--- config.mk ---
export PLATFORM = sky130hd
export DESIGN_NAME = bxd_ram
export DESIGN_NICKNAME = d
export VERILOG_FILES = /design/src/bxd_ram.sv
export SDC_FILE = /design/constraint.sdc
export NUM_CORES = 1
export LEC_CHECK = 0
export ABC_AREA = 1
export BUFFER_PORTS_ARGS = -buffer_cell sky130_fd_sc_hd__buf_2
export CAP_MARGIN = 20
export CORE_AREA = 2 2 102 104
export DETAILED_ROUTE_END_ITERATION = 6
export DIE_AREA = 0 0 104 106
export GPL_TIMING_DRIVEN = 0
export PLACE_DENSITY_LB_ADDON = 0.12
export SYNTH_ARGS = -nofsm -noshare
export SYNTH_HDL_FRONTEND = slang
export SYNTH_SLANG_ARGS = --single-unit
export TNS_END_PERCENT = 10
--- constraint.sdc ---
create_clock -name clk_i -period 2.4 [get_ports clk_i]
set_clock_uncertainty 0.2 [all_clocks]
set_input_delay 0.48 -clock clk_i [delete_from_list [all_inputs] [get_ports clk_i]]
set_output_delay 0.48 -clock clk_i [all_outputs]
set_load 0.02 [all_outputs]
--- src/bxd_ram.sv ---
// Generic single write port, single read port RAM with registered read.
`timescale 1ns / 1ps

module bxd_ram #(
  parameter int WIDTH  = 8,
  parameter int DEPTH  = 16,
  parameter int ADDR_W = $clog2(DEPTH)
) (
  input  logic              clk_i,
  input  logic              we_i,
  input  logic [ADDR_W-1:0] waddr_i,
  input  logic [WIDTH-1:0]  wdata_i,
  input  logic              re_i,
  input  logic [ADDR_W-1:0] raddr_i,
  output logic [WIDTH-1:0]  rdata_o
);

  logic [WIDTH-1:0] mem_q [DEPTH];
  logic [WIDTH-1:0] rdata_q;

  always_ff @(posedge clk_i) begin
    if (we_i) begin
      mem_q[waddr_i] <= wdata_i;
    end
    if (re_i) begin
      rdata_q <= mem_q[raddr_i];
    end
  end

  assign rdata_o = rdata_q;

endmodule

* Word level (Yosys, flattened, before mapping) *
Memories as Yosys holds them, arrays and structs flattened. A register that Yosys moved wholly into a read port is not among the register bits.
Index checks and enable logic that the tools add are counted.

storage, ports and cells
  input port bits = 19
  ROM bits = 0
  latch bits = 0
  memories = 1
  register bits = 0
  memory bits (writable) = 128

memories
  name   depth  width  rd ports  clocked after memory_dff  wr ports  line  text
  mem_q  16     8      1         1                         1         18    logic [WIDTH-1:0] mem_q [DEPTH];

cells by class
  multiply operators = 0
  muxes and demuxes = 2
  shifts and indexed selects = 0
  divide/modulo/power cells = 0
  add/subtract/negate cells = 0
  reductions and logical operators = 0
  eq/ne operators = 0
  bitwise gates (word level) = 0
  order comparisons = 0

operators with widths
  kind     count
  $mux W1  2

* Logic depth before layout (Yosys ltp) *
  depth after elaboration = 2
  gate-level depth with buffers = 8

* Least setup slack after synthesis *
OpenSTA, ideal clock, no wires.

  path kind = input to register
  start point = input port waddr_i[2]
  end point = memory mem_q[10][0], enable pin
  path buffers = 0
  setup slack = 769 ps
  data arrival time = 1061 ps
  setup time = 370 ps
  required time = 1830 ps
  stages = 2
  path through = nand3b_1 > nor2_1

RTL lines
  item                line  text
  start: declaration  11    input logic [ADDR_W-1:0] waddr_i,
  end: declaration    18

Straight into the memory's write port.

* Worst setup path in the final report *
  start point = register rdata_q[1] (netlist: rdata_o[1]) (read register of mem_q)
  end point = output port rdata_o[1]

RTL lines
  item                line  text
  start: declaration  19    logic [WIDTH-1:0] rdata_q;
  end: declaration    15    output logic [WIDTH-1:0] rdata_o

No word-level cell between the ends.

==> results_dict.tcl <==
set metrics [dict create \
    slowest_stage "edfxtp_1" \
    placed_area_sq_um 6132 \
    syn_area_sq_um 5847 \
    drtIter0Drc 383 \
    ctsHoldBuffers 0 \
    rsz0062_at_grt "no" \
    fin_setup_tns_ns 0 \
    dr.pass1.iters 4 \
    worstMarginPinSlew_ns 0.9195 \
    diodes 0 \
    syn-num-nets 570 \
    post_cts_buffers 0 \
    grt_pass1_wl_um 20980 \
    critical-path-top-delay-family "flip-flops" \
    area_growth_pct 14.19 \
    slew_violations 0 \
    synth_seq_cells 136 \
    critPathMaxFanout 1 \
    postRouteWirelength_um 13600 \
    antenna_found_initial 0 \
    status "finished clean" \
    fp.dieH_um 106 \
    powerDensity_nw_per_um2 811.6 \
    cts_tree "done" \
    design.die.area_sq_um 11020 \
    io_pins 27 \
    synth.distinct_cells 11 \
    arrival_ns 1.06 \
    antenna_left 0 \
    cp_cell_sequence "buf_2" \
    final_cell_area_sq_um 6676 \
    synthCells 551 \
    crit_buf_inv 1 \
    cts_resized 0 \
    hold_slack_ns 0.07712 \
    min_period_over_period 0.7248 \
    core_sq_um 10000 \
    cellLeakagePower_nw 2.881 \
    clk_pin_slew_ns 0.07 \
    drc 0 \
    relSlewSlack 0.3848 \
    ir_worst_vdd_uv 609.1 \
    total_power_mw 5.419 \
    drv_cap 0 \
    setup_viol 0 \
    nets 612 \
    synth_top_cell_by_area "edfxtp_1" \
    synth_top_area_frac 0.6985 \
    via_per_inst 5.280 \
    rows 37 \
    dp_hpwl_um 8701 \
    hold_viol 0 \
    io_buffers 23 \
    ys_top_cells_by_area "edfxtp_1 70%, nand2_1 11%, nand3_1 8.3%, inv_1 6.4%, buf_6 1.2%" \
    grt_max_degree 17 \
    die-width_um 104 \
    vias 3918 \
    clkSinkCount 136 \
    gp_congestion 0.9335 \
    wire_per_inst_um 18.33 \
    postLayoutCoreUtil 0.6677 \
    grt-ovfl-total 0 \
    hp-class "in2reg" \
    grt_usage 0.2683 \
    htreeDepth 4 \
    initial_core_util 0.5847 \
    start_kind "flip-flop" \
    period_needed_ns 1.740 \
    drive_above_1_share 0.1287 \
    path_class "reg2out" \
    crit_required_ns 1.72 \
    ys_seq_area_frac 0.6985 \
    slowest_delay_ns 0.36 \
    fmax_ghz 0.5748 \
    clk_path_buf_depth 2 \
    cts_buffers 17 \
    yosys_warnings 0 \
    root_buffer "clkbuf_8" \
    clk_latency_ns 0.53 \
    postSynthAreaPerCell_sq_um 10.61 \
    grt_pass1_vias 3754 \
    endpoint_kind "output port" \
]
## worst reg2reg max path, stage by stage, from the launching register on
cell and delay, ns:
edfxtp_1 0.39, inv_1 0.08, nand2_1 0.05, nand3_1 0.10, nand3_1 0.09, nand3_1 0.14
nand2_1 0.08
## routing by layer
| layer | track usage | wire [um] | up-vias | share of wire |
|---|---|---|---|---|
| met3 | 0.06499 | 1276 | 28 | 0.094 |
| met5 | 0 | 0 | - | 0 |
| met2 | 0.4008 | 6149 | 210 | 0.45 |
| met1 | 0.3821 | 5872 | 1813 | 0.43 |
| li1 | - | - | 1867 | - |
| met4 | 0.1120 | 306 | 0 | 0.022 |
## cell usage after synthesis
master and n:
nand3b_1 2, inv_2 2, buf_2 13, buf_6 6, nor2_1 17, inv_1 100, nand2_1 173, buf_1 1
buf_4 4, edfxtp_1 136, nand3_1 97
## worst paths after layout
path | start | end | slack, ns | depth (start not counted)
worst min-delay path | re_i | rdata_o[5] | 0.08 | 1
worst max register to register | mem_q[6][3] | rdata_o[3] | 1.02 | 6
worst max-delay path | rdata_o[1] | rdata_o[1] | 0.66 | 1
worst min register to register | mem_q[12][5] | rdata_o[5] | 0.58 | 6
## cells by family (layout without fill, tap and decap cells)
group,Yosys count,count (layout),synth area share
and+or+nand+nor,289,289,0.2076
DFF,136,136,0.6985
buffers and inverters,126,181,0.09394
## power by group
group          internal, mW  total (mW)  switching, mW
Sequential             2.68        2.69         0.0120
Clock                  1.38        2.38           1.00
Combinational         0.100       0.355          0.255
Total                  4.15        5.42           1.27
## area by class of cell
type                    count  area, sq um
fillers                   788         3323
inverters                 102        382.9
repair buffers             23        115.1
clock inverters            14        126.4
multi-input cells         289         1214
clock buffers              18        417.9
well taps                 136        170.2
flip-flops and latches    136         4084
plain buffers              24        166.4
## cells in the final DEF (no fill, tap or decap), types with 2 or more instances in the layout
| cell type | count |
|---|---|
| nand2_1 | 173 |
| edfxtp_1 | 136 |
| inv_1 | 100 |
| nand3_1 | 97 |
| buf_2 | 36 |
| nor2_1 | 17 |
| clkbuf_16 | 16 |
| buf_6 | 6 |
| buf_4 | 4 |
| clkinv_4 | 4 |
| clkinvlp_4 | 4 |
| inv_2 | 2 |
| nand3b_1 | 2 |
| inv_6 | 2 |
| clkinv_2 | 2 |
## sequential cells by signal (all words and copies together) (netlist names)
signal	flops
mem_q	128
rdata_o	8
## per-stage QoR
stage / instances / setup WS, ns
after CTS: 742 / 0.6356
after global routing: 742 / 0.6211
after floorplan: 551 / 0.7692
after detailed placement: 710 / 0.2186
final: 742 / 0.6604
after global placement: 710 / 0.2490
(Power assumes the default switching activity.)
