==> config.mk <==
export PLATFORM = sky130hd
export DESIGN_NAME = bxd_accum
export DESIGN_NICKNAME = d
export VERILOG_FILES = /design/src/bxd_pkg.sv /design/src/bxd_accum.sv
export SDC_FILE = /design/constraint.sdc
export NUM_CORES = 1
export LEC_CHECK = 0
export BUFFER_PORTS_ARGS = -buffer_cell sky130_fd_sc_hd__buf_2
export CELL_PAD_IN_SITES_DETAIL_PLACEMENT = 1
export CELL_PAD_IN_SITES_GLOBAL_PLACEMENT = 2
export CORE_MARGIN = 5
export CORE_UTILIZATION = 33
export CTS_BUF_LIST = sky130_fd_sc_hd__clkbuf_8
export CTS_CLUSTER_SIZE = 16
export DETAILED_ROUTE_END_ITERATION = 16
export GPL_ROUTABILITY_DRIVEN = 0
export PLACE_DENSITY = 0.78
export SLEW_MARGIN = 20
export SYNTH_ARGS = -nofsm -noshare
export SYNTH_HDL_FRONTEND = slang
export SYNTH_SLANG_ARGS = --single-unit
==> constraint.sdc <==
create_clock -name clk_i -period 14.9 [get_ports clk_i]
set_input_delay 0.745 -clock clk_i [delete_from_list [all_inputs] [get_ports clk_i]]
set_output_delay 0.745 -clock clk_i [all_outputs]
set_load 0.02 [all_outputs]
==> src/bxd_pkg.sv <==
// Shared types, constants and helper functions for the box average downscaler.
`timescale 1ns / 1ps

package bxd_pkg;

  localparam int IMAGE_SIZE  = 256;
  localparam int CNT_W       = $clog2(IMAGE_SIZE);
  localparam int LIM_W       = CNT_W + 1;
  localparam int BLK_W       = 7;
  localparam int STORE_DEPTH = 128;
  localparam int SLOT_W      = $clog2(STORE_DEPTH);
  localparam int CH_W        = 12;
  localparam int SUM_W       = 3 * CH_W;
  localparam int PIX_W       = 8;

  // floor(x / 9) == (x * DIV9_MUL) >> DIV9_SHIFT for every 12-bit x
  localparam logic [CH_W-1:0] DIV9_MUL   = CH_W'(3641);
  localparam int              DIV9_SHIFT = 15;

  localparam logic [LIM_W-1:0] LIMIT_HALF    = LIM_W'((IMAGE_SIZE / 2) * 2);
  localparam logic [LIM_W-1:0] LIMIT_THIRD   = LIM_W'((IMAGE_SIZE / 3) * 3);
  localparam logic [LIM_W-1:0] LIMIT_QUARTER = LIM_W'((IMAGE_SIZE / 4) * 4);
  localparam logic [CNT_W-1:0] LAST_POS      = CNT_W'(IMAGE_SIZE - 1);

  typedef enum logic [1:0] {
    SHRINK_HALF    = 2'd0,
    SHRINK_THIRD   = 2'd1,
    SHRINK_QUARTER = 2'd2
  } shrink_e;

  typedef struct packed {
    logic [PIX_W-1:0] red;
    logic [PIX_W-1:0] green;
    logic [PIX_W-1:0] blue;
    logic             start_of_frame;
  } pix_in_t;

  typedef struct packed {
    logic [PIX_W-1:0] avg_red;
    logic [PIX_W-1:0] avg_green;
    logic [PIX_W-1:0] avg_blue;
    logic [6:0]       out_row;
    logic [6:0]       out_col;
    logic             last_of_frame;
  } pix_out_t;

  // Where the accepted pixel lands and what it causes.
  typedef struct packed {
    logic [SLOT_W-1:0] slot;
    logic              in_range;
    logic              first;
    logic              emit;
    logic              last;
    logic [BLK_W-1:0]  blk_row;
    logic [BLK_W-1:0]  blk_col;
    logic [1:0]        factor;
  } pos_info_t;

  function automatic logic [LIM_W-1:0] box_limit(input logic [1:0] factor);
    logic [LIM_W-1:0] lim;
    case (factor)
      SHRINK_HALF:  lim = LIMIT_HALF;
      SHRINK_THIRD: lim = LIMIT_THIRD;
      default:      lim = LIMIT_QUARTER;
    endcase
    return lim;
  endfunction

  // Last phase inside a block (side minus one).
  function automatic logic [1:0] box_last(input logic [1:0] factor);
    logic [1:0] ph;
    case (factor)
      SHRINK_HALF:  ph = 2'd1;
      SHRINK_THIRD: ph = 2'd2;
      default:      ph = 2'd3;
    endcase
    return ph;
  endfunction

  // Truncated block average, saturated to 8 bits.
  function automatic logic [PIX_W-1:0] box_average(input logic [CH_W-1:0] sum,
                                                   input logic [1:0]      factor);
    logic [2*CH_W-1:0] prod;
    logic [CH_W-1:0]   quo;
    prod = {{CH_W{1'b0}}, sum} * {{CH_W{1'b0}}, DIV9_MUL};
    case (factor)
      SHRINK_HALF:  quo = sum >> 2;
      SHRINK_THIRD: quo = CH_W'(prod >> DIV9_SHIFT);
      default:      quo = sum >> 4;
    endcase
    if (quo > CH_W'(255)) begin
      return PIX_W'(255);
    end
    return quo[PIX_W-1:0];
  endfunction

endpackage

==> src/bxd_accum.sv <==
// Accumulate stage with line store forwarding, averaging and the result register.
`timescale 1ns / 1ps

module bxd_accum (
  input  logic                        clk_i,
  input  logic                        rst_ni,
  input  logic                        accept_i,
  input  bxd_pkg::pos_info_t          info_i,
  input  bxd_pkg::pix_in_t            pix_i,
  input  logic [bxd_pkg::SUM_W-1:0]   rdata_i,
  input  logic                        out_stall_i,
  output logic                        in_stall_o,
  output logic                        we_o,
  output logic [bxd_pkg::SLOT_W-1:0]  waddr_o,
  output logic [bxd_pkg::SUM_W-1:0]   wdata_o,
  output logic                        out_valid_o,
  output bxd_pkg::pix_out_t           out_data_o
);

  import bxd_pkg::*;

  logic             s1_valid_q, s1_valid_d;
  pos_info_t        s1_info_q;
  pix_in_t          s1_pix_q;
  logic             fwd_hit_q, fwd_hit_d;
  logic [SUM_W-1:0] fwd_data_q;
  logic             out_valid_q, out_valid_d;
  pix_out_t         out_data_q;

  logic             out_free, s1_go;
  logic [SUM_W-1:0] prev_all, new_all;
  logic [CH_W-1:0]  sum_r, sum_g, sum_b;

  always_comb begin
    // the previous item writes the line store at the edge this one reads it
    prev_all = fwd_hit_q ? fwd_data_q : rdata_i;
    if (s1_info_q.first) begin
      prev_all = '0;
    end
    sum_r   = prev_all[CH_W-1:0]        + CH_W'(s1_pix_q.red);
    sum_g   = prev_all[2*CH_W-1:CH_W]   + CH_W'(s1_pix_q.green);
    sum_b   = prev_all[3*CH_W-1:2*CH_W] + CH_W'(s1_pix_q.blue);
    new_all = {sum_b, sum_g, sum_r};
  end

  assign out_free   = !out_valid_q || !out_stall_i;
  assign s1_go      = s1_valid_q && (!s1_info_q.emit || out_free);
  assign in_stall_o = s1_valid_q && !s1_go;

  assign we_o    = s1_go && s1_info_q.in_range;
  assign waddr_o = s1_info_q.slot;
  assign wdata_o = new_all;

  always_comb begin
    s1_valid_d = s1_valid_q;
    if (accept_i) begin
      s1_valid_d = 1'b1;
    end else if (s1_go) begin
      s1_valid_d = 1'b0;
    end
    fwd_hit_d = fwd_hit_q;
    if (accept_i) begin
      fwd_hit_d = we_o && (s1_info_q.slot == info_i.slot);
    end
    out_valid_d = out_valid_q;
    if (s1_go && s1_info_q.emit) begin
      out_valid_d = 1'b1;
    end else if (!out_stall_i) begin
      out_valid_d = 1'b0;
    end
  end

  always_ff @(posedge clk_i or negedge rst_ni) begin
    if (!rst_ni) begin
      s1_valid_q  <= 1'b0;
      fwd_hit_q   <= 1'b0;
      out_valid_q <= 1'b0;
    end else begin
      s1_valid_q  <= s1_valid_d;
      fwd_hit_q   <= fwd_hit_d;
      out_valid_q <= out_valid_d;
    end
  end

  always_ff @(posedge clk_i) begin
    if (accept_i) begin
      s1_info_q  <= info_i;
      s1_pix_q   <= pix_i;
      fwd_data_q <= new_all;
    end
    if (s1_go && s1_info_q.emit) begin
      out_data_q.avg_red       <= box_average(sum_r, s1_info_q.factor);
      out_data_q.avg_green     <= box_average(sum_g, s1_info_q.factor);
      out_data_q.avg_blue      <= box_average(sum_b, s1_info_q.factor);
      out_data_q.out_row       <= s1_info_q.blk_row;
      out_data_q.out_col       <= s1_info_q.blk_col;
      out_data_q.last_of_frame <= s1_info_q.last;
    end
  end

  assign out_valid_o = out_valid_q;
  assign out_data_o  = out_data_q;

endmodule

* Yosys cells after proc, flatten, opt, wreduce, memory -nomap -nowiden *
Index checks and enable logic that the tools add are counted.
Widths: inputs -> output; s select.

storage, ports and cells
  register bits after elaboration = 129
  bits of input ports = 92
  logic and storage cells = 70

operators by class
  add/subtract/negate cells = 3
  multipliers = 3
  magnitude comparators = 3
  equal/unequal tests = 3
  multiplexer cells = 24
  reductions and logical operators = 13

operators by type and width
  cell                    count
  $mul 12x12->24 const B  3
  $mux 36                 2
  $pmux 10 s2             3
  $mux 8                  6
  $add 12x8->12           3
  $gt 12x8->1 const B     3
  $mux 12                 3
  $mux 1                  10
  $eq 7x7->1              1
  $logic_and 1x1->1       5
  $logic_not 1->1         4
  $eq 2x1->1 const B      1
  $logic_not 2->1         1
  $logic_or 1x1->1        2
  $ne 2x1->1 const B      1
  $reduce_bool 2->1       1

* Logic depth before layout (Yosys ltp) *
  word-level depth = 10
  gate-level depth with buffers = 35

* Worst setup path after synthesis *
No wires, ideal clock.

  kind = flip-flop to flip-flop
  start = register fwd_hit_q
  end = register out_data_q (netlist bit out_data_o[32]) (data pin)
  arrival time = 8606 ps
  required time = 14741 ps
  path slack = 6136 ps
  stages on the path, launching flop included = 35
  path buffers = 4
  path through = dfrtp_1 > buf_2 > buf_2 > buf_1 > mux2i_1 > nor2_1 > ha_1 > nor2b_1 > o31a_1 > o311a_1 > o21ai_1 > nand2_1 > xor2_1 > inv_1 > fa_1 > inv_1 > ha_1 > inv_1 > fa_1 > inv_1 > fa_1 > inv_1 > fa_1 > inv_1 > ha_1 > a21oi_1 > o21ai_1 > or3_1 > o21ai_1 > a21boi_2 > a31oi_2 > a211oi_1 > or4b_1 > buf_2 > o211ai_1

between the ends
  word-level cells in the longest chain between the ends = 10

RTL lines
  element                 RTL line         text
  from (decl)             bxd_accum.sv:25  logic fwd_hit_q, fwd_hit_d;
  from (signal assigned)  bxd_accum.sv:80  fwd_hit_q <= fwd_hit_d;
  $mux 36 *               bxd_accum.sv:36  prev_all = fwd_hit_q ? fwd_data_q : rdata_i;
  $mux 36 *               bxd_accum.sv:37  if (s1_info_q.first) begin
  $add 12x8->12 *         bxd_accum.sv:40  sum_r = prev_all[CH_W-1:0] + CH_W'(s1_pix_q.red);
  via wdata_o, one bit    bxd_accum.sv:15  output logic [bxd_pkg::SUM_W-1:0] wdata_o,
  $mul 12x12->24          bxd_pkg.sv:85    prod = {{CH_W{1'b0}}, sum} * {{CH_W{1'b0}}, DIV9_MUL};
  $pmux 10 s2 *           bxd_pkg.sv:86    case (factor)
  $mux 12 *               bxd_accum.sv:91  if (s1_go && s1_info_q.emit) begin
  $gt 12x8->1             bxd_pkg.sv:91    if (quo > CH_W'(255)) begin
  $mux 1                  bxd_pkg.sv:91
  $mux 1                  bxd_accum.sv:91
  $mux 8 *                bxd_pkg.sv:94    return quo[PIX_W-1:0];
  to (decl)               bxd_accum.sv:28  pix_out_t out_data_q;

The timed path passes the listed nets; every way through them passes the cells marked *. The select of a mux whose other input is x is not followed.
A chain may end at the register's enable or synchronous reset.

* Final worst setup path *
  start = register fwd_hit_q
  end = register out_data_q (netlist bit out_data_o[37]) (data pin)

between the ends
  word-level cells in the longest chain between the ends = 10

RTL lines
  element          RTL line
  $mux 36 *        bxd_accum.sv:36
  $mux 36 *        bxd_accum.sv:37
  $add 12x8->12 *  bxd_accum.sv:40
  $mul 12x12->24   bxd_pkg.sv:85
  $pmux 10 s2 *    bxd_pkg.sv:86
  $mux 12 *        bxd_accum.sv:91
  $gt 12x8->1      bxd_pkg.sv:91
  $mux 1           bxd_pkg.sv:91
  $mux 1           bxd_accum.sv:91
  $mux 8 *         bxd_pkg.sv:94

Mark *: on every way between the ends. The rest lies on a longest branch, timed or not. The select of a mux whose other input is x is not followed.

==> impl_metrics.py <==
metrics = {
    "status": {
        "outcome": "complete, no violations",
    },
    "yosys": {
        "netlist_instances": 1159,
        "synth_most_common_cell": "ha_1",
        "synth.distinct_cells": 80,
        "seq_area_frac_synth_pct": 30.5,
        "ys.flop_type": "edfxtp_1",
        "synth_top_area_share_pct": 29.9,
        "async_reset_ff_share_pct": 2.33,
        "synth_edf_count": 126,
        "ys.warnings.count": 0,
        "synth_area_leader_cell": "edfxtp_1",
        "synth_common_cells": "ha_1, inv_1, edfxtp_1",
        "syn_nets": 1572,
        "synth_area_leaders": "edfxtp_1, ha_1, fa_1",
        "syn_area_per_cell_sq_um": 10.9,
        "synth_area_sq_um": 12600,
        "ys_ff_latch": 129,
    },
    "sta": {
        "finalHoldViolCount": 0,
        "maxClockFrequency_ghz": 0.108,
        "rsz0062_at_grt": "false",
        "period_share_pct": 61.9,
        "tns_ns": 0,
        "finalSetupViolations": 0,
        "min_period_ns": 9.22,
        "worstMarginPinSlew_ns": 0.907,
        "drv_slew": 0,
        "slew_headroom_pct": 39.3,
        "clock_skew_ns": 0.0101,
    },
    "clock_tree": {
        "postCtsSetupBuffers": 0,
        "cts.sinks": 129,
        "cts_tree": "done",
        "clockBufferDepth": 2,
        "clock_latency_ns": 0.47,
        "cts_hold_buf": 0,
        "cts_root_buffer": "clkbuf_8",
        "cts.clk_slew.worst_paths_ns": 0.08,
        "h-tree-depth": 4,
        "cts_resized": 0,
        "cts-buffers-inserted": 17,
    },
    "die": {
        "start_util_pct": 33.5,
        "design.die.area_sq_um": 42300,
        "ioPinCount": 177,
        "row_count": 71,
        "die_width_um": 206,
        "core-area_sq_um": 37800,
        "fp.dieH_um": 206,
    },
    "critical_path": {
        "path_buf_inv": 7,
        "worstSetupPathType": "flop to flop",
        "path_delay_family": "adder cells",
        "ff2ff_setup_slack_ns": 5.68,
        "end_kind": "flop",
        "critPathSlowestCell": "or4b_1",
        "critPathLaunchType": "flop",
        "path_common_cell": "inv_1",
        "required_ns": 15.20,
        "cp.arrival_ns": 9.52,
        "crit_path_max_fanout": 40,
        "max_stage_delay_ns": 0.70,
    },
    "detailed_routing": {
        "vias": 9114,
        "viasPerCell": 4.86,
        "drc": 0,
        "drtPass1Iterations": 4,
        "avgRoutedWirePerCell_um": 18.9,
        "ant_nets": 0,
        "wirelength_mm": 35.5,
        "drtIter0Drc": 365,
    },
    "placed_design": {
        "post-dp-hpwl_mm": 29.3,
        "numPortBuffers": 175,
    },
    "grt": {
        "overflow": 0,
        "grt_pass1_wl_mm": 55.3,
        "track_usage_pct": 16.9,
        "first_global_vias": 9923,
        "antenna_found_initial": 3,
        "grt_start_max_net_pins": 50,
    },
    "cells_and_area": {
        "nets": 1760,
        "drive_gt1_share_pct": 18.6,
        "area_delta_synth_final_pct": 15.3,
    },
    "hold_path": {
        "hp-class": "input port to asynchronous set/reset pin",
    },
    "run": {
        "drv_cap": 0,
    },
}
## layout make-up
class	instances	area, sq um
Fill cell	4223	23200
Multi-Input combinational cell	796	7840
Sequential cell	129	3860
Timing Repair Buffer	194	1020
Inverter	209	785
Tap cell	511	639
Clock buffer	17	234
Clock inverter	15	184
Antenna cell	3	7.51
## through the flow
step	util [%]	cells	hold slack [ns]	area [sq um]	setup WS, ns
6_report	38.6	1874	0.0612	14600	5.68
4_1_cts	38.6	1871	0.0343	14600	5.62
2_1_floorplan	-	1159	0.400	12600	6.14
3_5_place_dp	37.5	1839	0.406	14100	5.67
5_1_grt	38.6	1874	0.0357	14600	5.14
3_3_place_gp	37.5	1839	0.400	14100	5.76
## state kept, by name, indices dropped and copies added (netlist names)
signal       cells
s1_valid_q       1
fwd_hit_q        1
s1_pix_q        24
out_valid_o      1
fwd_data_q      36
out_data_o      39
s1_info_q       20
waddr_o          7
## final timing paths
path | from | to | cells past startpoint
setup reg to reg | fwd_hit_q | out_data_o[37] | 31
hold reg to reg | s1_info_q[15] | out_data_o[14] | 0
setup / recovery | fwd_hit_q | out_data_o[37] | 31
hold / removal | rst_ni | fwd_hit_q | 1
min in group clk_i | s1_info_q[15] | out_data_o[14] | 0
max in group asynchronous | rst_ni | fwd_hit_q | 1
## metal layers
| layer | track usage (%) | vias to the layer above | wire, um |
|---|---|---|---|
| met4 | 4.55 | 0 | 592 |
| li1 | - | 4414 | - |
| met5 | 0 | - | 0 |
| met2 | 31.1 | 93 | 18900 |
| met1 | 21.0 | 4571 | 15300 |
| met3 | 1.78 | 36 | 657 |
## cells by family after synthesis
family                   synth area share [%]
adder cells (fa/ha/maj)                  36.8
multiplexers                             3.09
buffers and inverters                    7.55
AND/OR/NAND/NOR                          6.80
flip-flops                               30.5
XOR/XNOR                                 4.69
AO/OA/AOI/OAI                            10.6
## worst reg2reg max path: cells and delay by family (launching register included)
family          cells  cell delay (ns)
simple gates        3             1.14
mux                 1             0.31
buf+inv             7             0.96
xor+xnor            1             0.66
fa+ha+maj           7             3.06
compound gates     12             2.55
flops               1             0.35
## cells in the final DEF (no fill, tap or decap), types with 3 or more instances in the layout
cell       count
a2111oi_1      4
a211oi_1       8
a21o_1        16
a21oi_1       45
a22oi_1        5
a31oi_1        3
and3_1         6
buf_2        174
buf_4         20
bufinv_16      3
clkbuf_8      17
clkinv_4       4
diode_2        3
edfxtp_1     126
fa_1          84
ha_1         237
inv_1        209
inv_6          3
mux2i_1       39
nand2_1       28
nand2b_1       5
nand3_1       13
nand4_1        7
nor2_1        76
nor2b_1        4
nor3_1        14
nor4_1         6
o211ai_1      11
o21a_1         8
o21ai_0       25
o21ai_1        7
o21bai_1       7
o22ai_1        6
or2_2          7
or3_1          3
xnor2_1       30
xor2_1        34
Power is not shown: default switching activity piles up to over one toggle a cycle in this logic, so the estimate is an artifact.
