## src/bxd_pkg.sv

```systemverilog
// Shared types, constants and helper functions for the box average downscaler.
`timescale 1ns / 1ps

package bxd_pkg;

  localparam int IMAGE_SIZE  = 256;
  localparam int CNT_W       = $clog2(IMAGE_SIZE);
  localparam int LIM_W       = CNT_W + 1;
  localparam int BLK_W       = 7;
  localparam int STORE_DEPTH = 128;
  localparam int SLOT_W      = $clog2(STORE_DEPTH);
  localparam int CH_W        = 12;
  localparam int SUM_W       = 3 * CH_W;
  localparam int PIX_W       = 8;

  // floor(x / 9) == (x * DIV9_MUL) >> DIV9_SHIFT for every 12-bit x
  localparam logic [CH_W-1:0] DIV9_MUL   = CH_W'(3641);
  localparam int              DIV9_SHIFT = 15;

  localparam logic [LIM_W-1:0] LIMIT_HALF    = LIM_W'((IMAGE_SIZE / 2) * 2);
  localparam logic [LIM_W-1:0] LIMIT_THIRD   = LIM_W'((IMAGE_SIZE / 3) * 3);
  localparam logic [LIM_W-1:0] LIMIT_QUARTER = LIM_W'((IMAGE_SIZE / 4) * 4);
  localparam logic [CNT_W-1:0] LAST_POS      = CNT_W'(IMAGE_SIZE - 1);

  typedef enum logic [1:0] {
    SHRINK_HALF    = 2'd0,
    SHRINK_THIRD   = 2'd1,
    SHRINK_QUARTER = 2'd2
  } shrink_e;

  typedef struct packed {
    logic [PIX_W-1:0] red;
    logic [PIX_W-1:0] green;
    logic [PIX_W-1:0] blue;
    logic             start_of_frame;
  } pix_in_t;

  typedef struct packed {
    logic [PIX_W-1:0] avg_red;
    logic [PIX_W-1:0] avg_green;
    logic [PIX_W-1:0] avg_blue;
    logic [6:0]       out_row;
    logic [6:0]       out_col;
    logic             last_of_frame;
  } pix_out_t;

  // Where the accepted pixel lands and what it causes.
  typedef struct packed {
    logic [SLOT_W-1:0] slot;
    logic              in_range;
    logic              first;
    logic              emit;
    logic              last;
    logic [BLK_W-1:0]  blk_row;
    logic [BLK_W-1:0]  blk_col;
    logic [1:0]        factor;
  } pos_info_t;

  function automatic logic [LIM_W-1:0] box_limit(input logic [1:0] factor);
    logic [LIM_W-1:0] lim;
    case (factor)
      SHRINK_HALF:  lim = LIMIT_HALF;
      SHRINK_THIRD: lim = LIMIT_THIRD;
      default:      lim = LIMIT_QUARTER;
    endcase
    return lim;
  endfunction

  // Last phase inside a block (side minus one).
  function automatic logic [1:0] box_last(input logic [1:0] factor);
    logic [1:0] ph;
    case (factor)
      SHRINK_HALF:  ph = 2'd1;
      SHRINK_THIRD: ph = 2'd2;
      default:      ph = 2'd3;
    endcase
    return ph;
  endfunction

  // Truncated block average, saturated to 8 bits.
  function automatic logic [PIX_W-1:0] box_average(input logic [CH_W-1:0] sum,
                                                   input logic [1:0]      factor);
    logic [2*CH_W-1:0] prod;
    logic [CH_W-1:0]   quo;
    prod = {{CH_W{1'b0}}, sum} * {{CH_W{1'b0}}, DIV9_MUL};
    case (factor)
      SHRINK_HALF:  quo = sum >> 2;
      SHRINK_THIRD: quo = CH_W'(prod >> DIV9_SHIFT);
      default:      quo = sum >> 4;
    endcase
    if (quo > CH_W'(255)) begin
      return PIX_W'(255);
    end
    return quo[PIX_W-1:0];
  endfunction

endpackage

```

## src/bxd_position.sv

```systemverilog
// Pixel and block position counters for the raster scan.
`timescale 1ns / 1ps

module bxd_position (
  input  logic              clk_i,
  input  logic              rst_ni,
  input  logic              accept_i,
  input  logic              sof_i,
  input  logic [1:0]        factor_i,
  output bxd_pkg::pos_info_t info_o
);

  import bxd_pkg::*;

  logic [CNT_W-1:0] col_q, col_d, row_q, row_d;
  logic [1:0]       hph_q, hph_d, vph_q, vph_d;
  logic [BLK_W-1:0] bcol_q, bcol_d, brow_q, brow_d;

  logic [CNT_W-1:0] col, row;
  logic [1:0]       hph, vph, last_ph;
  logic [BLK_W-1:0] bcol, brow;
  logic [LIM_W-1:0] limit;
  logic             col_ok, row_ok;

  always_comb begin
    // start of frame clears the position before this pixel is placed
    col  = sof_i ? '0 : col_q;
    row  = sof_i ? '0 : row_q;
    hph  = sof_i ? '0 : hph_q;
    vph  = sof_i ? '0 : vph_q;
    bcol = sof_i ? '0 : bcol_q;
    brow = sof_i ? '0 : brow_q;

    limit   = box_limit(factor_i);
    last_ph = box_last(factor_i);
    col_ok  = {1'b0, col} < limit;
    row_ok  = {1'b0, row} < limit;

    info_o.slot     = bcol[SLOT_W-1:0];
    info_o.in_range = col_ok && row_ok;
    info_o.first    = (hph == 2'd0) && (vph == 2'd0);
    info_o.emit     = col_ok && row_ok && (hph >= last_ph) && (vph >= last_ph);
    info_o.last     = (({1'b0, row} + LIM_W'(1)) == limit) &&
                      (({1'b0, col} + LIM_W'(1)) == limit);
    info_o.blk_row  = brow;
    info_o.blk_col  = bcol;
    info_o.factor   = factor_i;
  end

  always_comb begin
    col_d  = col;
    row_d  = row;
    hph_d  = hph;
    vph_d  = vph;
    bcol_d = bcol;
    brow_d = brow;
    if (col == LAST_POS) begin
      col_d  = '0;
      hph_d  = '0;
      bcol_d = '0;
      if (row == LAST_POS) begin
        row_d  = '0;
        vph_d  = '0;
        brow_d = '0;
      end else begin
        row_d = row + CNT_W'(1);
        if (vph >= last_ph) begin
          vph_d  = '0;
          brow_d = brow + BLK_W'(1);
        end else begin
          vph_d = vph + 2'd1;
        end
      end
    end else begin
      col_d = col + CNT_W'(1);
      if (hph >= last_ph) begin
        hph_d  = '0;
        bcol_d = bcol + BLK_W'(1);
      end else begin
        hph_d = hph + 2'd1;
      end
    end
  end

  always_ff @(posedge clk_i or negedge rst_ni) begin
    if (!rst_ni) begin
      col_q  <= '0;
      row_q  <= '0;
      hph_q  <= '0;
      vph_q  <= '0;
      bcol_q <= '0;
      brow_q <= '0;
    end else if (accept_i) begin
      col_q  <= col_d;
      row_q  <= row_d;
      hph_q  <= hph_d;
      vph_q  <= vph_d;
      bcol_q <= bcol_d;
      brow_q <= brow_d;
    end
  end

endmodule

```

## config.mk

```make
export PLATFORM = sky130hd
export DESIGN_NAME = bxd_position
export DESIGN_NICKNAME = d
export VERILOG_FILES = /design/src/bxd_pkg.sv /design/src/bxd_position.sv
export SDC_FILE = /design/constraint.sdc
export NUM_CORES = 1
export LEC_CHECK = 0
export ABC_AREA = 1
export BUFFER_PORTS_ARGS = -buffer_cell sky130_fd_sc_hd__buf_2
export CORE_MARGIN = 2
export CORE_UTILIZATION = 55
export DETAILED_ROUTE_END_ITERATION = 6
export PLACE_DENSITY = 0.74
export SETUP_SLACK_MARGIN = 0.15
export SYNTH_ARGS = -nofsm -noshare
export SYNTH_HDL_FRONTEND = slang
export SYNTH_SLANG_ARGS = --single-unit
```

## constraint.sdc

```tcl
create_clock -name clk_i -period 2.3 [get_ports clk_i]
set_input_delay 0.46 -clock clk_i [delete_from_list [all_inputs] [get_ports clk_i]]
set_output_delay 0.46 -clock clk_i [all_outputs]
set_load 0.005 [all_outputs]
```

**Word level (Yosys, flattened, before mapping)**

Cells that the tools add are included.

- Register bits: 34
- Latch bits: 0
- RAM bits: 0
- Bits in read-only memories: 0
- Input bits: 6
- Output and inout bits: 27
- Memories kept: 0

- Add/sub/neg operators: 8
- $mul: 0
- Div/mod/pow operators: 0
- Order comparisons: 4
- Equal/unequal tests: 5
- Shift-type cells: 0
- Muxes and demuxes: 21
- Bitwise operators: 0
- Reductions and logical operators: 8

Operators by type and width:

| cell | number |
|---|---|
| $mux 7 | 7 |
| $mux 8 | 5 |
| $add 8x1->9 const B | 2 |
| $eq 9x9->1 | 2 |
| $lt 8x9->1 | 2 |
| $add 8x1->8 const B | 2 |
| $eq 8x8->1 const B | 2 |
| $add 7x1->7 const B | 2 |
| $mux 2 | 7 |
| $mux 9 | 1 |
| $logic_not 2->1 | 3 |
| $logic_and 1x1->1 | 5 |
| $add 2x1->2 const B | 2 |
| $ge 2x2->1 | 2 |
| $pmux 2 s2 | 1 |
| $eq 2x1->1 const B | 1 |

**Logic depth before layout (Yosys ltp)**

Gate-level depths: netlist (run 1).

- Depth in word-level cells: 6
- Depth in mapped cells: 15
- Gate-level depth less buffers: 14

**Worst setup path before layout (run 1)**

OpenSTA, ideal clock, no wires.

- Path kind: input -> output
- Start: input sof_i
- End: output info_o[16] (netlist name)
- Arrival: 1.769 ns
- Path slack: 0.071 ns
- Stages on the path: 14
- Cells stage by stage: inv_2 buf_4 nand2_1 inv_1 ha_1 nand4_1 inv_2 nand2_4 nand2_1 nor2_1 nand2_1 nand2_1 nand3_1 nor2_1

RTL lines:

| what | line | RTL |
|---|---|---|
| start, declared | bxd_position.sv:8 | `input logic sof_i,` |
| end, declared | bxd_position.sv:10 | `output bxd_pkg::pos_info_t info_o` |

==> out/results.ini, run 1 <==
[run_status]
status = complete, but fails checks
violations = setup timing

[timing]
slew_violations = 0
fin_worst_skew_ns = 0.01299
rsz0062_at_grt = true
setup_viol = 3
fmax_mhz = 418.9
hold_viol = 0
finalWorstSetupSlack_ns = -0.08749
whs_ns = 0.2421
tns_ns = -0.1246
tightest_slew_ns = 0.8050
timing.final.crit_share_pct = 103.8
slew_headroom_pct = 46.34
min_period_ns = 2.387

[global_routing]
antenna_found_initial = 0
grt_max_degree = 35
grt_overflow_total = 0
grtUsageTotal_pct = 27.08
grt_pass1_wl_um = 11390
grt_pass1_vias = 2540

[synthesis]
synth_warnings = 0
syn_inst = 377
synth.yosys.seq_area_share_pct = 32.95
syn_nets = 399
syn_area_mm2 = 0.002582
yosysUniqueCellTypes = 35
synth-seq-cells = 34
syn_area_per_cell_um2 = 6.850

[pwr]
seq_power_share_pct = 44.1
power_mw = 1.481
peakVddDrop_mv = 0.3427
comb_power_share_pct = 23.0
powerDensity_mw_per_mm2 = 447.8
swShare_pct = 31.44
power_leakage_nw = 1.690
clkPwrFrac_pct = 32.9
switchingPower_uw = 465.8
internal_power_mw = 1.016

[layout]
syn_to_final_growth_pct = 28.10
instances_no_fill = 500
utilization_pct = 74.44
layout_commonest_cell = nand2_1
drive_above_1_share_pct = 29.24
n_antenna_cell = 0
final_cell_mix = nand2_1, inv_1, nor2_1
nNetsFinal = 469
fin_area_mm2 = 0.003308

[critical_path]
crit_fanout = 4
worstReg2RegEnd = col_q[4]
r2r_start = col_q[1]
worstPathRequired_ns = 1.84
startpoint_type = flop
worstSetupEndpointType = output port
crit_type = reg -> out
r2r_slack_ns = -0.02
crit_arrival_ns = 1.93
r2r_cells = 16

[detailed_routing]
drc = 0
num_vias = 2689
viasPerCell = 5.378
first_pass_iters = 5
drtAntennaViolNets = 0
drtIter0Drc = 232
wl_per_cell_um = 13.62
wl_um = 6808

[clock_tree]
insertion_delay_ns = 0.30
cts_root_buffer = clkbuf_8
clockBufferDepth = 2
h-tree-depth = 2
cts-buffers-inserted = 5
cts_sinks = 34
path_clk_slew_ns = 0.08
cts_tree = done

[placed_design]
portBuffers = 32
gp_congestion = 0.9621
place_area_mm2 = 0.002957
place_hpwl_um = 4649
dp.cells = 478
dp_worst_setup_slack_ns = -0.07808

[floorplan]
die-width_um = 72.53
core-area_mm2 = 0.004444
io_pins = 33
fp.dieH_um = 72.53
num_rows = 24
die_area_mm2 = 0.005260
start_util_pct = 58.11

[run]
drv_cap = 0

[hold_path]
hold_class = in -> async

==> power by group through the flow <==
stage                     logic [mW]  clock network [mW]  registers [mW]
after floorplan                0.189                   0           0.660
after global placement         0.289                   0           0.665
after detailed placement       0.294                   0           0.664
after CTS                      0.322               0.491           0.653
after global routing           0.385               0.513           0.657
final                          0.341               0.487           0.654
==> kinds of logic after synthesis <==
logic type	synth area share, %
simple gates	31.44
buf+inv	12.64
compound gates	12.50
flops	32.95
fa+ha+maj	7.752
xor+xnor	2.713
==> cell usage after synthesis <==
cell	number	area [µm²]
buf_4	10	75.07
nand4_1	5	31.28
xnor2_1	2	17.52
nor3_2	1	10.01
o22a_1	1	8.760
o21bai_1	2	15.01
nand3_1	29	145.1
clkinv_2	1	5.000
o32ai_1	1	8.760
nand3b_1	1	7.510
a211oi_1	1	7.510
nand2_4	1	11.26
a21oi_1	9	45.04
dfrtp_1	34	850.8
buf_6	1	11.26
o221ai_1	2	17.52
a22oi_1	3	22.52
clkbuf_1	4	15.01
buf_2	2	10.01
inv_2	6	22.52
nor2_2	6	37.54
a22o_1	1	8.760
nand2_2	1	6.260
nand2_1	100	375.4
o21ai_1	6	30.03
ha_1	16	200.2
nand3_2	2	20.02
xor2_1	6	52.55
nor2_1	42	157.7
o21ai_0	21	105.1
o21ai_2	1	8.760
o31ai_1	1	7.510
o22ai_1	6	37.54
inv_1	50	187.7
nor3_1	2	10.01
==> layout make-up <==
class	instances	area (µm²)
Timing Repair Buffer	80	573.1
Fill cell	348	1136
Inverter	57	217.7
Sequential cell	34	852.1
Tap cell	52	65.06
Clock buffer	6	82.58
Multi-Input combinational cell	269	1505
Clock inverter	2	12.51
==> flip-flops by register name (all words and copies together), names as in the netlist <==
register / cells
row_q: 8
brow_q: 7
bcol_q: 7
hph_q: 2
col_q: 8
vph_q: 2
==> timing repair <==
| action | 4_1_cts | 5_1_grt |
|---|---|---|
| setup endpoints to repair | 3 | 4 |
| gates resized for setup | 27 | 17 |
| buffers inserted | 9 | 5 |
| hold buffers | 0 | 0 |
| pin swaps | 8 | 8 |
==> metal layers <==
layer	global-route usage [%]	vias to the layer above	part of all wire (%)
li1	-	1342	-
met1	37.76	1222	45
met2	43.23	112	46
met3	4.583	13	6.8
met4	8.025	0	1.5
met5	0	-	0
==> critical path: stages, from the launching register on <==
cell,delay (ns)
dfrtp_1,0.39
nand2_2,0.08
inv_2,0.07
ha_4,0.13
nand4_1,0.19
o21bai_1,0.21
nand2_1,0.08
nor2_1,0.09
nand2_1,0.06
nand2_1,0.07
nand3_2,0.07
nor2_2,0.07
buf_2,0.11
==> worst max path at each step <==
stage | start | to | depth (start not counted)
3_5_place_dp | factor_i[1] | info_o[17] | 12
5_1_grt | col_q[1] | info_o[16] | 12
2_1_floorplan | sof_i | info_o[16] | 14
4_1_cts | col_q[0] | info_o[16] | 12
6_report | col_q[1] | info_o[16] | 12
3_3_place_gp | factor_i[1] | info_o[17] | 12
(Power assumes the default switching activity.)
==> run 2, diff against run 1 <==
SETUP_SLACK_MARGIN = 0.5   (was 0.15)
clock period = 2.7 ns   (was 2.3 ns; I/O delays follow)
==> out/results.ini, run 2 (synthesis gave the netlist of run 1 again) <==
[clock_tree]
cts_root_buffer = clkbuf_8
postCtsHoldBufs = 0  ; unchanged
insertion_delay_ns = 0.30  ; about the same
h-tree-depth = 2  ; unchanged
clockBufferDepth = 2  ; unchanged
cts-buffers-inserted = 5  ; unchanged
path_clk_slew_ns = 0.08  ; about the same
cts_sinks = 34  ; unchanged
cts_tree = done

[global_routing]
grt_pass1_wl_um = 12350  ; +8.5%
antenna_found_initial = 0  ; unchanged
grt_pass1_vias = 2696  ; +6.1%
grt_overflow_total = 0  ; unchanged
grt_max_degree = 35  ; unchanged
grtUsageTotal_pct = 29.73  ; +2.7 points

[timing]
whs_ns = 0.3316  ; +0.08954 ns
rsz0062_at_grt = true
tns_ns = 0  ; +0.1246 ns
finalWorstSetupSlack_ns = 0.1718  ; +0.2593 ns
timing.final.crit_share_pct = 93.64
tightest_slew_ns = 0.8226  ; +0.01763 ns
fmax_mhz = 395.5
slew_headroom_pct = 45.16  ; -1.2 points
setup_viol = 0  ; -3
min_period_ns = 2.528
hold_viol = 0  ; unchanged
fin_worst_skew_ns = 0.01516  ; +0.002169 ns
slew_violations = 0  ; unchanged

[critical_path]
crit_fanout = 8  ; +4
slowest_stage = o21bai_1
cpPeakStageDelay_ns = 0.23  ; -0.16 ns
crit_type = in -> out
path_cells = buf_12 > inv_16 > nand2_4 > inv_4 > ha_4 > nand4_1 > o21bai_1 > nand2_1 > nor2_1 > nand2_1 > nand2_1 > nand3_1 > nor2_1 > buf_2
cp_common_cell = nand2_1
crit_arrival_ns = 1.99  ; +0.06 ns
startpoint_type = input port
worstPathRequired_ns = 2.16  ; +0.32 ns
worstSetupEndpointType = output port

[floorplan]
num_rows = 24  ; unchanged
io_pins = 33  ; unchanged
start_util_pct = 58.11  ; unchanged
die_area_mm2 = 0.005260  ; unchanged
fp.dieH_um = 72.53  ; unchanged
die-width_um = 72.53  ; unchanged
core-area_mm2 = 0.004444  ; unchanged

[pwr]
switchingPower_uw = 398.9  ; -14%
seq_power_share_pct = 44.6  ; +0.5 points
comb_power_share_pct = 23.0  ; about the same
power_mw = 1.259  ; -15%
peakVddDrop_mv = 0.2575  ; -25%
clkPwrFrac_pct = 32.4  ; -0.5 points
internal_power_uw = 860.1  ; -15%
powerDensity_mw_per_mm2 = 396.5  ; -11%
power_leakage_nw = 1.572  ; -7.0%
swShare_pct = 31.68  ; +0.24 points

[placed_design]
portBuffers = 32  ; unchanged
place_hpwl_um = 4589  ; -1.3%
dp_worst_setup_slack_ns = 0.09779  ; +0.1759 ns
gp_congestion = 0.8918  ; -7.3%

[detailed_routing]
viasPerCell = 5.628  ; +4.7%
wl_um = 7097  ; +4.2%
num_vias = 2679  ; -0.37%
drtAntennaViolNets = 0  ; unchanged
drc = 0  ; unchanged
first_pass_iters = 7  ; +2
drtIter0Drc = 220  ; -5.2%
wl_per_cell_um = 14.91  ; +9.5%

[run]
drv_cap = 0  ; unchanged

[layout]
layout_commonest_cell = nand2_1
reg_top3 = col_q x8, row_q x8
utilization_pct = 71.45  ; -3.0 points
drive_above_1_share_pct = 25.71  ; -3.5 points
syn_to_final_growth_pct = 22.97
nNetsFinal = 445  ; -5.1%
n_antenna_cell = 0  ; unchanged
final_cell_mix = nand2_1, inv_1, nor2_1

[run_status]
status = completed

[hold_path]
hold_class = in -> async

==> run 2: final cells by class <==
cell class / instances / area, µm²
inverters: 57 / 236.5
clock buffers: 7 / 86.33
flip-flops and latches: 34 / 852.1
clock inverters: 1 / 5.005
well taps: 52 / 65.06
multi-input cells: 269 / 1554
repair inverters: 1 / 8.758
repair buffers: 55 / 367.9
fillers: 368 / 1269
==> run 2: repair_timing <==
item | in CTS | in global routing
endpoints found under the setup margin | 3 | 6
cloned | 1 | 0
resized for setup | 37 | 2
pin swaps | 18 | 0
setup buffers | 13 | 1
==> run 2: final timing paths <==
kind                       startpoint         end  slack, ns  cells past startpoint
min reg2reg                 bcol_q[3]   bcol_q[3]       0.49                      2
min                            rst_ni   brow_q[6]       0.33                      1
max reg2reg                  col_q[1]    col_q[5]       0.60                     12
max                             sof_i  info_o[16]       0.17                     14
max in group asynchronous      rst_ni    col_q[1]       1.81                      1
min in group clk_i          bcol_q[3]   bcol_q[3]       0.49                      2
==> run 2: layer usage <==
layer | global-route usage, % | routed length [µm]
met4 | 13.37 | 227
met1 | 39.44 | 3020
met3 | 5.278 | 570
met2 | 47.37 | 3278
met5 | 0 | 0
==> run 2: power groups by stage <==
stage | Clock (mW) | Combinational [mW] | Sequential [mW]
4_1_cts | 0.407 | 0.284 | 0.561
2_1_floorplan | 0 | 0.174 | 0.564
6_report | 0.408 | 0.290 | 0.562
3_3_place_gp | 0 | 0.238 | 0.569
3_5_place_dp | 0 | 0.243 | 0.569
5_1_grt | 0.426 | 0.324 | 0.565
==> run 2: metrics by stage <==
step | area, µm² | std cells
after floorplan | 2655 | 377
after global placement | 2820 | 453
after detailed placement | 2820 | 453
after CTS | 3163 | 475
after global routing | 3176 | 476
final | 3176 | 476
==> run 2: worst max-delay path, delay by kind of cell <==
kind	cells	cell delay (ns)
AOI/OAI and AO/OA	1	0.23
adders and majority gates	1	0.13
and+or+nand+nor	8	0.72
buffers and inverters	4	0.38
==> run 3, diff against run 2 <==
CORE_UTILIZATION = 58   (was 55)
PLACE_DENSITY = 0.78   (was 0.74)
clock period = 2.82 ns   (was 2.7 ns; I/O delays follow)
==> out/results.ini, run 3 (synthesis gave the netlist of run 1 again) <==
[critical_path]
path_cells = buf_12 > clkinv_8 > nand2_4 > inv_4 > ha_4 > nand4_1 > o21bai_1 > nand2_1 > nor2_1 > nand2_1 > nand2_1 > nand3_1 > nor2_1 > buf_2
cp_common_cell = nand2_1
cpPeakStageDelay_ns = 0.28  ; +0.05 ns
path_buf_inv = 4  ; unchanged
slowest_stage = o21bai_1
crit_fanout = 6  ; -2
worstSetupEndpointType = output port
crit_family = simple AND/OR/NAND/NOR gates
startpoint_type = input port
crit_arrival_ns = 2.09  ; +0.10 ns
crit_type = in -> out
worstPathRequired_ns = 2.26  ; +0.10 ns

[layout]
utilization_pct = 73.73  ; +2.3 points
reg_top3 = col_q x8, row_q x8
syn_to_final_growth_pct = 23.45
nNetsFinal = 451  ; +1.3%
n_antenna_cell = 0  ; unchanged
drive_above_1_share_pct = 25.81  ; +0.11 points
final_cell_mix = nand2_1, inv_1, nor2_1
layout_commonest_cell = nand2_1
nFillCells = 352  ; -4.3%

[floorplan]
start_util_pct = 59.72  ; +1.6 points
io_pins = 33  ; unchanged
num_rows = 24  ; unchanged
die_area_mm2 = 0.005002  ; -4.9%
die-width_um = 70.73  ; -2.5%
core-area_mm2 = 0.004324  ; -2.7%
fp.dieH_um = 70.73  ; -2.5%

[detailed_routing]
wl_met1_um = 3030  ; +0.33%
wl_met3_um = 452  ; -21%
wl_met2_um = 3341  ; +1.9%
wl_um = 6938  ; -2.2%
top_layer_used = met4
viasPerCell = 5.531  ; -1.7%
drtAntennaViolNets = 0  ; unchanged
drc = 0  ; unchanged
drtIter0Drc = 193  ; -12%
wl_per_cell_um = 14.39  ; -3.5%
num_vias = 2666  ; -0.49%
first_pass_iters = 5  ; -2

[clock_tree]
clockBufferDepth = 2  ; unchanged
cts_root_buffer = clkbuf_8
cts_sinks = 34  ; unchanged
h-tree-depth = 2  ; unchanged
cts-buffers-inserted = 5  ; unchanged
cts_tree = done
insertion_delay_ns = 0.30  ; about the same
path_clk_slew_ns = 0.07  ; about the same

[run]
drv_cap = 0  ; unchanged

[timing]
timing.final.crit_share_pct = 94.15
tightest_slew_ns = 0.7988  ; -0.02379 ns
slew_violations = 0  ; unchanged
fmax_mhz = 376.6
slew_headroom_pct = 46.69  ; +1.5 points
setup_viol = 0  ; unchanged
fin_worst_skew_ns = 0.004353  ; -0.01081 ns
tns_ns = 0  ; unchanged
hold_viol = 0  ; unchanged
min_period_ns = 2.655
rsz0062_at_grt = true

[placed_design]
gp_congestion = 0.9558  ; +7.2%
place_hpwl_um = 4694  ; +2.3%
portBuffers = 32  ; unchanged

[hold_path]
hold_class = in -> async

[pwr]
swShare_pct = 31.55  ; -0.13 points
peakVddDrop_mv = 0.3610  ; +40%
seq_power_share_pct = 45.0  ; +0.4 points
comb_power_share_pct = 21.8  ; -1.2 points
clkPwrFrac_pct = 33.1  ; +0.7 points
switchingPower_uw = 375.6  ; -5.8%
internal_power_uw = 814.8  ; -5.3%
power_leakage_nw = 1.625  ; +3.4%
powerDensity_mw_per_mm2 = 373.4  ; -5.8%

[global_routing]
antenna_found_initial = 0  ; unchanged
grt_max_degree = 35  ; unchanged
grt_overflow_total = 0  ; unchanged
grtUsageTotal_pct = 27.91  ; -1.8 points
grt_pass1_vias = 2477  ; -8.1%
grt_pass1_wl_um = 11180  ; -9.4%

[run_status]
status = completed

==> run 3: cell count changes in the layout (fill, tap and decap cells not counted), moves of 3 or more <==
cell / delta
buf_6: +5
ha_1: +3
inv_1: +3
inv_2: -3
nand2_4: +4
nor2_2: +5
nor2_4: -4
==> run 3: area by class of cell <==
cell class                 count  area (µm²)  share of cell area [%]
multi-input combinational    269        1505                   47.21
timing repair buffer          62       439.2                   13.78
clock inverter                 2       12.51                  0.3925
tap                           52       65.06                   2.041
sequential                    34       850.8                   26.69
clock buffer                   6       82.58                   2.590
inverter                      57       232.7                   7.300
==> run 3: timing repair <==
action	CTS	global route
setup buffers	16	5
hold endpoints to repair	0	0
resized for setup	25	19
pin swaps	11	7
hold buffers	0	0
endpoints found under the setup margin	3	4
==> run 3: routing by layer <==
layer  up-vias  track usage, %
li1       1320               -
met1      1225           36.16
met2       103           45.79
met3        18           6.695
met4         0           9.853
met5         -               0
==> run 3: power groups by stage <==
| stage | sequential [mW] | combinational (mW) | clock (mW) |
|---|---|---|---|
| after floorplan | 0.538 | 0.159 | 0 |
| after global placement | 0.543 | 0.225 | 0 |
| after detailed placement | 0.543 | 0.229 | 0 |
| after CTS | 0.535 | 0.248 | 0.399 |
| after global routing | 0.538 | 0.294 | 0.422 |
| final | 0.536 | 0.260 | 0.395 |
==> run 3: final timing paths <==
kind / from / to / slack [ns] / depth (start not counted)
worst min register to register: brow_q[6] / brow_q[6] / 0.51 / 2
worst min-delay path: rst_ni / col_q[0] / 0.33 / 1
worst max register to register: col_q[0] / col_q[6] / 0.39 / 16
max in group asynchronous: rst_ni / bcol_q[4] / 2.01 / 1
worst max-delay path: sof_i / info_o[16] / 0.16 / 14
min in group clk_i: brow_q[6] / brow_q[6] / 0.51 / 2
==> run 3: per-stage QoR <==
step	std cells	hold slack [ns]	instance area, µm²	setup slack [ns]	total power, mW
2_1_floorplan	377	0.2684	2606	0.4931	0.6977
3_3_place_gp	453	0.4651	2784	0.1909	0.7686
3_5_place_dp	453	0.4872	2784	0.1427	0.7723
4_1_cts	477	0.3628	3074	0.3488	1.183
5_1_grt	482	0.3993	3188	0.04641	1.254
6_report	482	0.3285	3188	0.1649	1.190
